**src/rtl/hgpg_pkg.sv**
```systemverilog
package hgpg_pkg;

  // Widths fixed by the port definition
  localparam int LEG_W      = 3;
  localparam int CFG_IDX_W  = 3;
  localparam int CFG_DATA_W = 12;

  // Register indexes
  localparam logic [CFG_IDX_W-1:0] REG_START_SLOW = 3'd0;
  localparam logic [CFG_IDX_W-1:0] REG_START_FAST = 3'd1;
  localparam logic [CFG_IDX_W-1:0] REG_END_SLOW   = 3'd2;
  localparam logic [CFG_IDX_W-1:0] REG_END_FAST   = 3'd3;
  localparam logic [CFG_IDX_W-1:0] REG_TICKS      = 3'd4;
  localparam logic [CFG_IDX_W-1:0] REG_SIDE_MASK  = 3'd5;
  localparam logic [CFG_IDX_W-1:0] REG_OFFS_MASK  = 3'd6;
  localparam logic [CFG_IDX_W-1:0] REG_INV_MASK   = 3'd7;

  // Register reset values
  localparam logic [9:0]  RST_START_SLOW = 10'd310;
  localparam logic [9:0]  RST_START_FAST = 10'd360;
  localparam logic [9:0]  RST_END_SLOW   = 10'd140;
  localparam logic [9:0]  RST_END_FAST   = 10'd100;
  localparam logic [11:0] RST_TICKS      = 12'd100;
  localparam logic [5:0]  RST_SIDE_MASK  = 6'd26;
  localparam logic [5:0]  RST_OFFS_MASK  = 6'd22;
  localparam logic [5:0]  RST_INV_MASK   = 6'd48;

  // Arithmetic constants
  localparam logic signed [15:0] ONE_Q14    = 16'sd16384;
  localparam logic [23:0]        HALF_Q24   = 24'h800000;
  localparam logic [23:0]        PHASE_RST  = 24'h400000;
  localparam logic signed [27:0] TURN_Q14   = 28'sd12582912;  // 768 steps in Q.14
  localparam logic [9:0]         STEPS_TURN = 10'd768;
  localparam logic [6:0]         MOTOR_GAIN = 7'd105;
  localparam logic [10:0]        SPEED_CAP  = 11'd1536;
  localparam int                 DIV_STEPS  = 25;  // quotient bits that can be nonzero

  // Datapath commands
  typedef enum logic [3:0] {
    OP_NONE,
    OP_LOAD,
    OP_PRE1,
    OP_PRE2,
    OP_DIV,
    OP_PHASE,
    OP_LEG1,
    OP_LEG2,
    OP_LEG3,
    OP_LEG4,
    OP_LEG5,
    OP_EMIT
  } op_t;

  typedef struct packed {
    op_t              op;
    logic [LEG_W-1:0] leg;
  } cmd_t;

  typedef struct packed {
    logic out_busy;  // output word still waiting to be taken
  } status_t;

  // Residue mod 3 of an 8-bit value, one bit per step
  function automatic logic [1:0] mod3(input logic [7:0] u);
    logic [1:0] acc;
    logic [2:0] t;
    acc = 2'd0;
    for (int i = 7; i >= 0; i--) begin
      t   = {acc, u[i]};
      acc = (t >= 3'd3) ? 2'(t - 3'd3) : t[1:0];
    end
    return acc;
  endfunction

endpackage

```
**src/rtl/hgpg_ctrl.sv**
```systemverilog
module hgpg_ctrl #(
  parameter int NUM_LEGS = 6
) (
  input  logic              clk,
  input  logic              rst_n,
  input  logic              in_valid,
  output logic              in_stall,
  input  hgpg_pkg::status_t status,
  output hgpg_pkg::cmd_t    cmd
);

  typedef enum logic [3:0] {
    ST_IDLE,
    ST_PRE1,
    ST_PRE2,
    ST_DIV,
    ST_PHASE,
    ST_LEG1,
    ST_LEG2,
    ST_LEG3,
    ST_LEG4,
    ST_LEG5,
    ST_EMIT
  } state_t;

  localparam logic [hgpg_pkg::LEG_W-1:0] LAST_LEG = hgpg_pkg::LEG_W'(NUM_LEGS - 1);
  localparam logic [4:0] DIV_LAST = 5'(hgpg_pkg::DIV_STEPS - 1);

  state_t                      state_r;
  logic [hgpg_pkg::LEG_W-1:0]  leg_r;
  logic [4:0]                  div_cnt_r;

  assign in_stall = (state_r != ST_IDLE);

  // Command decode
  always_comb begin
    cmd.leg = leg_r;
    case (state_r)
      ST_IDLE:  cmd.op = in_valid ? hgpg_pkg::OP_LOAD : hgpg_pkg::OP_NONE;
      ST_PRE1:  cmd.op = hgpg_pkg::OP_PRE1;
      ST_PRE2:  cmd.op = hgpg_pkg::OP_PRE2;
      ST_DIV:   cmd.op = hgpg_pkg::OP_DIV;
      ST_PHASE: cmd.op = hgpg_pkg::OP_PHASE;
      ST_LEG1:  cmd.op = hgpg_pkg::OP_LEG1;
      ST_LEG2:  cmd.op = hgpg_pkg::OP_LEG2;
      ST_LEG3:  cmd.op = hgpg_pkg::OP_LEG3;
      ST_LEG4:  cmd.op = hgpg_pkg::OP_LEG4;
      ST_LEG5:  cmd.op = hgpg_pkg::OP_LEG5;
      ST_EMIT:  cmd.op = status.out_busy ? hgpg_pkg::OP_NONE : hgpg_pkg::OP_EMIT;
      default:  cmd.op = hgpg_pkg::OP_NONE;
    endcase
  end

  // Sequencer
  always_ff @(posedge clk) begin
    if (!rst_n) begin
      state_r   <= ST_IDLE;
      leg_r     <= '0;
      div_cnt_r <= '0;
    end else begin
      case (state_r)
        ST_IDLE: begin
          if (in_valid) state_r <= ST_PRE1;
        end
        ST_PRE1: state_r <= ST_PRE2;
        ST_PRE2: begin
          div_cnt_r <= '0;
          state_r   <= ST_DIV;
        end
        ST_DIV: begin
          div_cnt_r <= div_cnt_r + 5'd1;
          if (div_cnt_r == DIV_LAST) state_r <= ST_PHASE;
        end
        ST_PHASE: begin
          leg_r   <= '0;
          state_r <= ST_LEG1;
        end
        ST_LEG1: state_r <= ST_LEG2;
        ST_LEG2: state_r <= ST_LEG3;
        ST_LEG3: state_r <= ST_LEG4;
        ST_LEG4: state_r <= ST_LEG5;
        ST_LEG5: state_r <= ST_EMIT;
        ST_EMIT: begin
          if (!status.out_busy) begin
            if (leg_r == LAST_LEG) begin
              state_r <= ST_IDLE;
            end else begin
              leg_r   <= leg_r + 1'b1;
              state_r <= ST_LEG1;
            end
          end
        end
        default: state_r <= ST_IDLE;
      endcase
    end
  end

endmodule

```
**config.mk**
```make
export PLATFORM = sky130hd
export DESIGN_NAME = hgpg_ctrl
export DESIGN_NICKNAME = d
export VERILOG_FILES = /design/src/rtl/hgpg_pkg.sv /design/src/rtl/hgpg_ctrl.sv
export SDC_FILE = /design/constraint.sdc
export NUM_CORES = 1
export LEC_CHECK = 0
export BUFFER_PORTS_ARGS = -buffer_cell sky130_fd_sc_hd__clkbuf_2
export CORE_UTILIZATION = 45
export DETAILED_ROUTE_END_ITERATION = 8
export MAX_ROUTING_LAYER = met4
export PLACE_DENSITY_LB_ADDON = 0.25
export SYNTH_ARGS = -nofsm -noshare
export SYNTH_HDL_FRONTEND = slang
export SYNTH_SLANG_ARGS = --single-unit
```
**constraint.sdc**
```tcl
create_clock -name clk -period 1.5 [get_ports clk]
set_input_delay 0.3 -clock clk [delete_from_list [all_inputs] [get_ports clk]]
set_output_delay 0.3 -clock clk [all_outputs]
set_load 0.01 [all_outputs]
```
==> out/metrics.yaml, run 1 <==
status:
  run_status: "finished, violations left"
  violations: "design-rule violations, negative setup slack"
route:
  dr.pass1.iters: 6
  vias_per_cell: 6.04
  drcViolationCount: 1
  antenna_left: 0
  vias: 840
  wl_per_cell_um: 14.5
  drt_iter0_markers: 28
  routed_wl_mm: 2.02
critical_path:
  cp_top_family: "compound AO/OA/AOI/OAI gates"
  crit_chain: "a21o_1 > a221oi_2 > buf_2"
  worstPathArrival_ps: 1330
  worstSetupStartpointType: "flop"
  cp.buffers_inverters: 1
  rr_endpoint: "leg_r[1]"
  worstSetupEndpointType: "primary output"
  crit_required_ps: 1200
  slowest_delay_ps: 360
  criticalPathCategory: "flop to primary output"
  r2r-start: "state_r[1]"
  rr_worst_depth: 4
  crit_path_max_fanout: 5
  r2r_slack_ps: 50
  cp_slowest_cell: "dfxtp_4"
  crit_cells: 3
hold_path:
  hp-start: "rst_n"
  holdPathEnd: "leg_r[1]"
  whs_path_depth: 2
  min_path_type: "input pin to flop"
sta:
  setup_tns_ps: -198
  final.min_clock_period_ps: 1630
  worst_slack_ps: -132
  worst_pin_slew_ps: 336
  rsz0062_at_grt: "yes"
  slew-limit-headroom_pct: 77.4
  hold_viol_final: 0
  finalSetupViolations: 2
  max_freq_mhz: 613
  fin_crit_sh_pct: 109
  fin_worst_skew_ps: 9.41
  slew_violations: 0
logic_synthesis:
  synth-compound-area-share_pct: 18.8
  post_synth_fa_ha_maj_area_fraction_pct: 6.43
  synth-edff-count: 0
  ys_ff_latch: 12
  synth_top_cell_by_area: "dfxtp_1"
  synth_cell_type_count: 34
  ys_seq_area_share_pct: 30.9
  synthXorXnorAreaFrac_pct: 2.25
  postSynthAreaPerCell_um2: 7.94
  yosys.area_share.simple_pct: 33.4
  synth.cell_area_um2: 778
  yosysWarnings: 0
  synthMuxAreaShare_pct: 1.45
  synth_top_area_share_pct: 30.9
  ys.flop_type: "dfxtp_1"
  synth_area_leaders: "dfxtp_1 31%, ha_1 6.4%, nand2_1 5.8%"
  syn-num-nets: 106
  synthCells: 98
  synthArstFlopShare_pct: 0
  synth_top_family_by_area: "simple AND/OR/NAND/NOR gates"
clocking:
  cts_made_buffers: 3
  clockBufferDepth: 2
  h-tree-depth: 1
  cts.sinks: 12
  hold_buffers: 0
  tritoncts: "yes"
  cts.clk_slew.worst_paths_ps: 80
  clock-root-buffer: "clkbuf_4"
  clk_latency_ps: 270
finish:
  final_common_cell: "buf_4"
  fin_nets: 133
  antennaDiodeCount: 0
  final_cell_mix: "13 x buf_4, 12 x nand2_1, 8 x nor2_1, 8 x dfxtp_1"
  num-fill-cells: 133
  drive_above_1_share_pct: 33.3
  areaGrowthSynthToFinish_pct: 29.7
  final_cell_count_no_fill: 139
die:
  die_h_um: 43.6
  ios: 12
  die-area_mm2: 0.00190
  chipWidth_um: 43.6
  rows: 14
  core_area_mm2: 0.00156
  start_util_pct: 49.9
global_routing:
  grt_antenna_before_repair: 0
  grt_max_degree: 9
  grt_pass1_vias: 719
  grt_use_total_pct: 23.6
  grt_overflow: 0
  grt_pass1_wl_mm: 3.19
pwr:
  intPower_uw: 910
  cellLeakagePower_uw: 0.000455
  vdd_drop_max_uv: 1140
  swShare_pct: 41.1
  seqPwrFrac_pct: 29.2
  switching_power_uw: 636
  p_per_area_mw_per_mm2: 1530
  clock_power_share_pct: 12.6
  power_frac_comb_pct: 58.2
  total_power_uw: 1550
place:
  gp_congestion: 0.862
  dp_cells: 128
  portBuffers: 11
  place_ws_ps: 26.8
  detailed_place_hpwl_mm: 1.27
run:
  maxCapViolCount: 0
flip-flops by register name, indices dropped and copies added, names as in the netlist:
register   cells
div_cnt_r      5
leg_r          3
state_r        4
worst reg2reg max path, delay by kind of cell (launching register included):
family,cells,cell delay [ps]
compound gates,1,150
simple gates,2,680
buf+inv,1,160
flops,1,360
cell usage after synthesis (2+ instances only):
master / instances
a311oi_1: 3
inv_1: 6
nand4b_1: 2
buf_2: 3
nand3_1: 4
nor3_1: 3
and3_1: 5
a21oi_1: 7
a41oi_1: 2
o21ai_0: 6
ha_1: 4
nor2_1: 8
nand3b_1: 2
nand2_1: 12
dfxtp_1: 12
worst max-delay path by stage:
stage	endpoint	slack (ps)	startpoint
after CTS	cmd[3]	-40	state_r[1]
final	cmd[3]	-130	state_r[1]
after global placement	leg_r[1]	70	state_r[1]
after detailed placement	cmd[3]	30	state_r[1]
after floorplan	leg_r[1]	120	state_r[3]
after global routing	cmd[3]	-160	state_r[1]
power by group through the flow:
stage | clock (µW) | combinational (µW) | sequential [µW]
final | 195 | 899 | 452
after global routing | 220 | 969 | 458
after CTS | 201 | 808 | 438
after detailed placement | 0 | 637 | 470
after global placement | 0 | 631 | 462
after floorplan | 0 | 480 | 401
area by class of cell:
type	count	area (µm²)	share of cell area, %
multi-input cells	75	494	48.9
flip-flops and latches	12	255	25.3
inverters	6	22.5	2.23
well taps	16	20.0	1.98
repair buffers	27	195	19.3
clock buffers	3	22.5	2.23
cells by family after synthesis:
family | count (synthesis)
XOR/XNOR | 2
adder cells (fa/ha/maj) | 4
AND/OR/NAND/NOR | 46
multiplexers | 1
AO/OA/AOI/OAI | 22
flip-flops | 12
buffers and inverters | 11
per-stage QoR:
stage	hold WS (ps)	instance area [µm²]	util, %
5_1_grt	285	1010	64.8
4_1_cts	274	976	62.6
2_1_floorplan	417	778	-
3_3_place_gp	471	883	56.7
6_report	278	1010	64.8
3_5_place_dp	471	883	56.7
repair_timing:
item                       CTS  global route
setup endpoints to repair    5             6
pin swaps                    1             4
resized for setup            8             9
buffers inserted             6             2
layer usage:
| metal | up-vias | global-route usage (%) | share of wire, % | wire, µm |
|---|---|---|---|---|
| li1 | 409 | - | - | - |
| met1 | 392 | 28.2 | 41 | 835 |
| met2 | 32 | 38.2 | 51 | 1020 |
| met4 | 0 | 10.0 | 2.3 | 46 |
| met3 | 7 | 5.00 | 5.8 | 118 |
| met5 | - | - | 0 | 0 |
Power figures use the tool's default switching activity.
==> run 2, diff against run 1 <==
- ABC_AREA: default -> 1
==> out/metrics.yaml, run 2 <==
global_routing:
  grt_overflow: 0  # unchanged
  grt_pass1_vias: 740  # was 719
  grt_pass1_wl_mm: 2.95  # was 3.19 mm
  grt_max_degree: 9  # unchanged
  grt_antenna_before_repair: 0  # unchanged
  grt_use_total_pct: 22.3  # was 23.6%
finish:
  final_common_cell: "nand2_1"  # was buf_4
  antennaDiodeCount: 0  # unchanged
  drive_above_1_share_pct: 37.2  # was 33.3%
  regMostFlops: "div_cnt_r"  # unchanged
  largest_reg_flops: 5  # unchanged
  utilization_pct: 68.0  # was 64.8%
  reg_top3: "div_cnt_r (5), state_r (4), leg_r (3)"  # unchanged
  areaGrowthSynthToFinish_pct: 38.2  # was 29.7%
  final_cell_mix: "34 x nand2_1, 17 x inv_1, 11 x nor2_1"  # was 13 x buf_4, 12 x nand2_1, 8 x nor2_1, 8 x dfxtp_1
  fin_nets: 155  # was 133
place:
  detailed_place_hpwl_mm: 1.33  # was 1.27 mm
  gp_congestion: 0.993  # was 0.862
  portBuffers: 11  # unchanged
sta:
  max_freq_mhz: 647  # was 613 MHz
  rsz0062_at_grt: "yes"  # unchanged
  fin_crit_sh_pct: 103  # was 109%
  slew_violations: 0  # unchanged
  finalSetupViolations: 3  # was 2
  hold_viol_final: 0  # unchanged
  slew-limit-headroom_pct: 81.8  # was 77.4%
  setup_tns_ps: -78.6  # was -198 ps
  fin_worst_skew_ps: 4.20  # was 9.41 ps
  final.min_clock_period_ps: 1550  # was 1630 ps
  worst_pin_slew_ps: 273  # was 336 ps
  worst_slack_ps: -46.6  # was -132 ps
logic_synthesis:
  post_synth_fa_ha_maj_area_fraction_pct: 6.68  # was 6.43%
  synth_top_cell_by_area: "dfxtp_1"  # unchanged
  syn-num-nets: 130  # was 106
  synthMuxAreaShare_pct: 0  # was 1.45%
  yosysWarnings: 0  # unchanged
  synthArstFlopShare_pct: 0  # unchanged
  synth_top_area_share_pct: 32.1  # was 30.9%
  ys_seq_area_share_pct: 32.1  # was 30.9%
  synth_cell_type_count: 18  # was 34
  postSynthAreaPerCell_um2: 6.14  # was 7.94 µm²
  synth_common_cells: "37 x nand2_1, 19 x inv_1, 16 x nor2_1, 12 x dfxtp_1, 9 x a21oi_1"  # was 12 x dfxtp_1, 12 x nand2_1, 8 x nor2_1, 7 x a21oi_1
  synth_top_family_by_area: "simple AND/OR/NAND/NOR gates"  # unchanged
  post-synth-top-count-cell: "nand2_1"
  synth.cell_area_um2: 749  # was 778 µm²
  synth-compound-area-share_pct: 12.0  # was 18.8%
  yosys.area_share.simple_pct: 38.2  # was 33.4%
  synthCells: 122  # was 98
  ys_ff_latch: 12  # unchanged
  ys.flop_type: "dfxtp_1"  # unchanged
  synth_area_leaders: "dfxtp_1 32%, nand2_1 19%, inv_1 9.5%"  # was dfxtp_1 31%, ha_1 6.4%, nand2_1 5.8%
  synthXorXnorAreaFrac_pct: 0  # was 2.25%
  synth-edff-count: 0  # unchanged
clocking:
  tritoncts: "yes"  # unchanged
  clockBufferDepth: 2  # unchanged
  clock-root-buffer: "clkbuf_4"  # unchanged
  h-tree-depth: 1  # unchanged
  clk_latency_ps: 270  # about the same
  cts.clk_slew.worst_paths_ps: 70  # was 80 ps
  cts_made_buffers: 3  # unchanged
  cts.sinks: 12  # unchanged
die:
  rows: 14  # unchanged
  core_area_mm2: 0.00152  # was 0.00156 mm²
  die-area_mm2: 0.00183  # was 0.00190 mm²
  ios: 12  # unchanged
  chipWidth_um: 42.8  # was 43.6 µm
  start_util_pct: 49.2  # was 49.9%
  die_h_um: 42.8  # was 43.6 µm
route:
  routed_wl_mm: 1.93  # was 2.02 mm
  drt_iter0_markers: 29  # was 28
  antenna_left: 0  # unchanged
  wl_per_cell_um: 12.0  # was 14.5 µm
  dr.pass1.iters: 4  # was 6
  drcViolationCount: 0  # was 1
  vias_per_cell: 5.15  # was 6.04
  vias: 829  # was 840
status:
  violations: "negative setup slack"  # was design-rule violations, negative setup slack
  run_status: "finished, violations left"  # unchanged
critical_path:
  crit_path_max_fanout: 6  # was 5
  worstSetupStartpointType: "flop"  # unchanged
  worstSetupEndpointType: "primary output"  # unchanged
  worstPathArrival_ps: 1250  # was 1330 ps
  criticalPathCategory: "flop to primary output"  # unchanged
  crit_required_ps: 1200  # about the same
run:
  maxCapViolCount: 0  # unchanged
pwr:
  total_power_uw: 979  # was 1550 µW
  p_per_area_mw_per_mm2: 945  # was 1530 mW/mm²
  vdd_drop_max_uv: 706  # was 1140 µV
  cellLeakagePower_uw: 0.000528  # was 0.000455 µW
hold_path:
  min_path_type: "input pin to flop"  # unchanged
==> run 2: changes by cell type in the layout (fill, tap and decap cells not counted), sizes merged, moves of 2 or more <==
cell and change:
a311oi -3, inv +16, a21oi +2, nor2 +10, nand4b -2, buf -7, and3 -6, nand2 +27
nor3 -2, nand3b -2, a41oi -2, nand3 +4
==> run 2: worst max-delay path, stage by stage (launching register included) <==
cell	delay [ps]
dfxtp_4	390
nand2_4	90
inv_4	40
nand2_4	60
nor2_4	40
or2_4	240
buf_6	120
==> run 2: per-layer routing <==
layer  vias up  part of all wire, %  GRT usage [%]
met5         -                    0              -
met4         0                  2.1           12.5
met3         5                  1.9           2.98
met2        12                   52           39.1
met1       384                   44           23.8
li1        428                    -              -
==> run 2: final cells by class <==
type / count / area, µm²
multi-input combinational: 88 / 522
fill: 146 / 488
sequential: 12 / 255
timing repair buffer: 20 / 129
inverter: 22 / 87.6
clock buffer: 3 / 22.5
tap: 16 / 20.0
==> run 2: kinds of logic after synthesis <==
| family | after synthesis |
|---|---|
| AOI/OAI and AO/OA | 16 |
| adders and majority gates | 4 |
| buffers and inverters | 22 |
| DFF | 12 |
| and+or+nand+nor | 68 |
==> run 2: power by group <==
group	total (µW)	leakage (µW)	switching, µW	internal, µW
combinational	383	0.000414	203	180
sequential	399	0.000100	53.8	345
clock	196	0.0000138	103	93.1
total	979	0.000528	360	619
==> run 2: path summary, 6_finish.rpt <==
kind	startpoint	endpoint	slack, ps	cells past startpoint
max	state_r[1]	cmd[4]	-50	6
min	rst_n	leg_r[0]	310	3
min reg2reg	div_cnt_r[4]	div_cnt_r[4]	490	2
max reg2reg	state_r[1]	state_r[0]	110	9
==> run 2: metrics by stage <==
step	worst slack, ps	hold WS (ps)	instance area [µm²]	instances
floorplan	258	420	749	122
global placement	119	472	832	150
detailed placement	91.1	482	832	150
CTS	-54.2	306	988	162
global route	-92.0	312	1040	161
finish	-46.6	308	1040	161
==> run 2: what timing repair did <==
item / 4_1_cts / 5_1_grt
cloned: 0 / 0
gates resized for setup: 24 / 19
hold buffers: 0 / 0
pin swaps: 7 / 7
setup endpoints to repair: 4 / 5
buffers inserted: 9 / 1
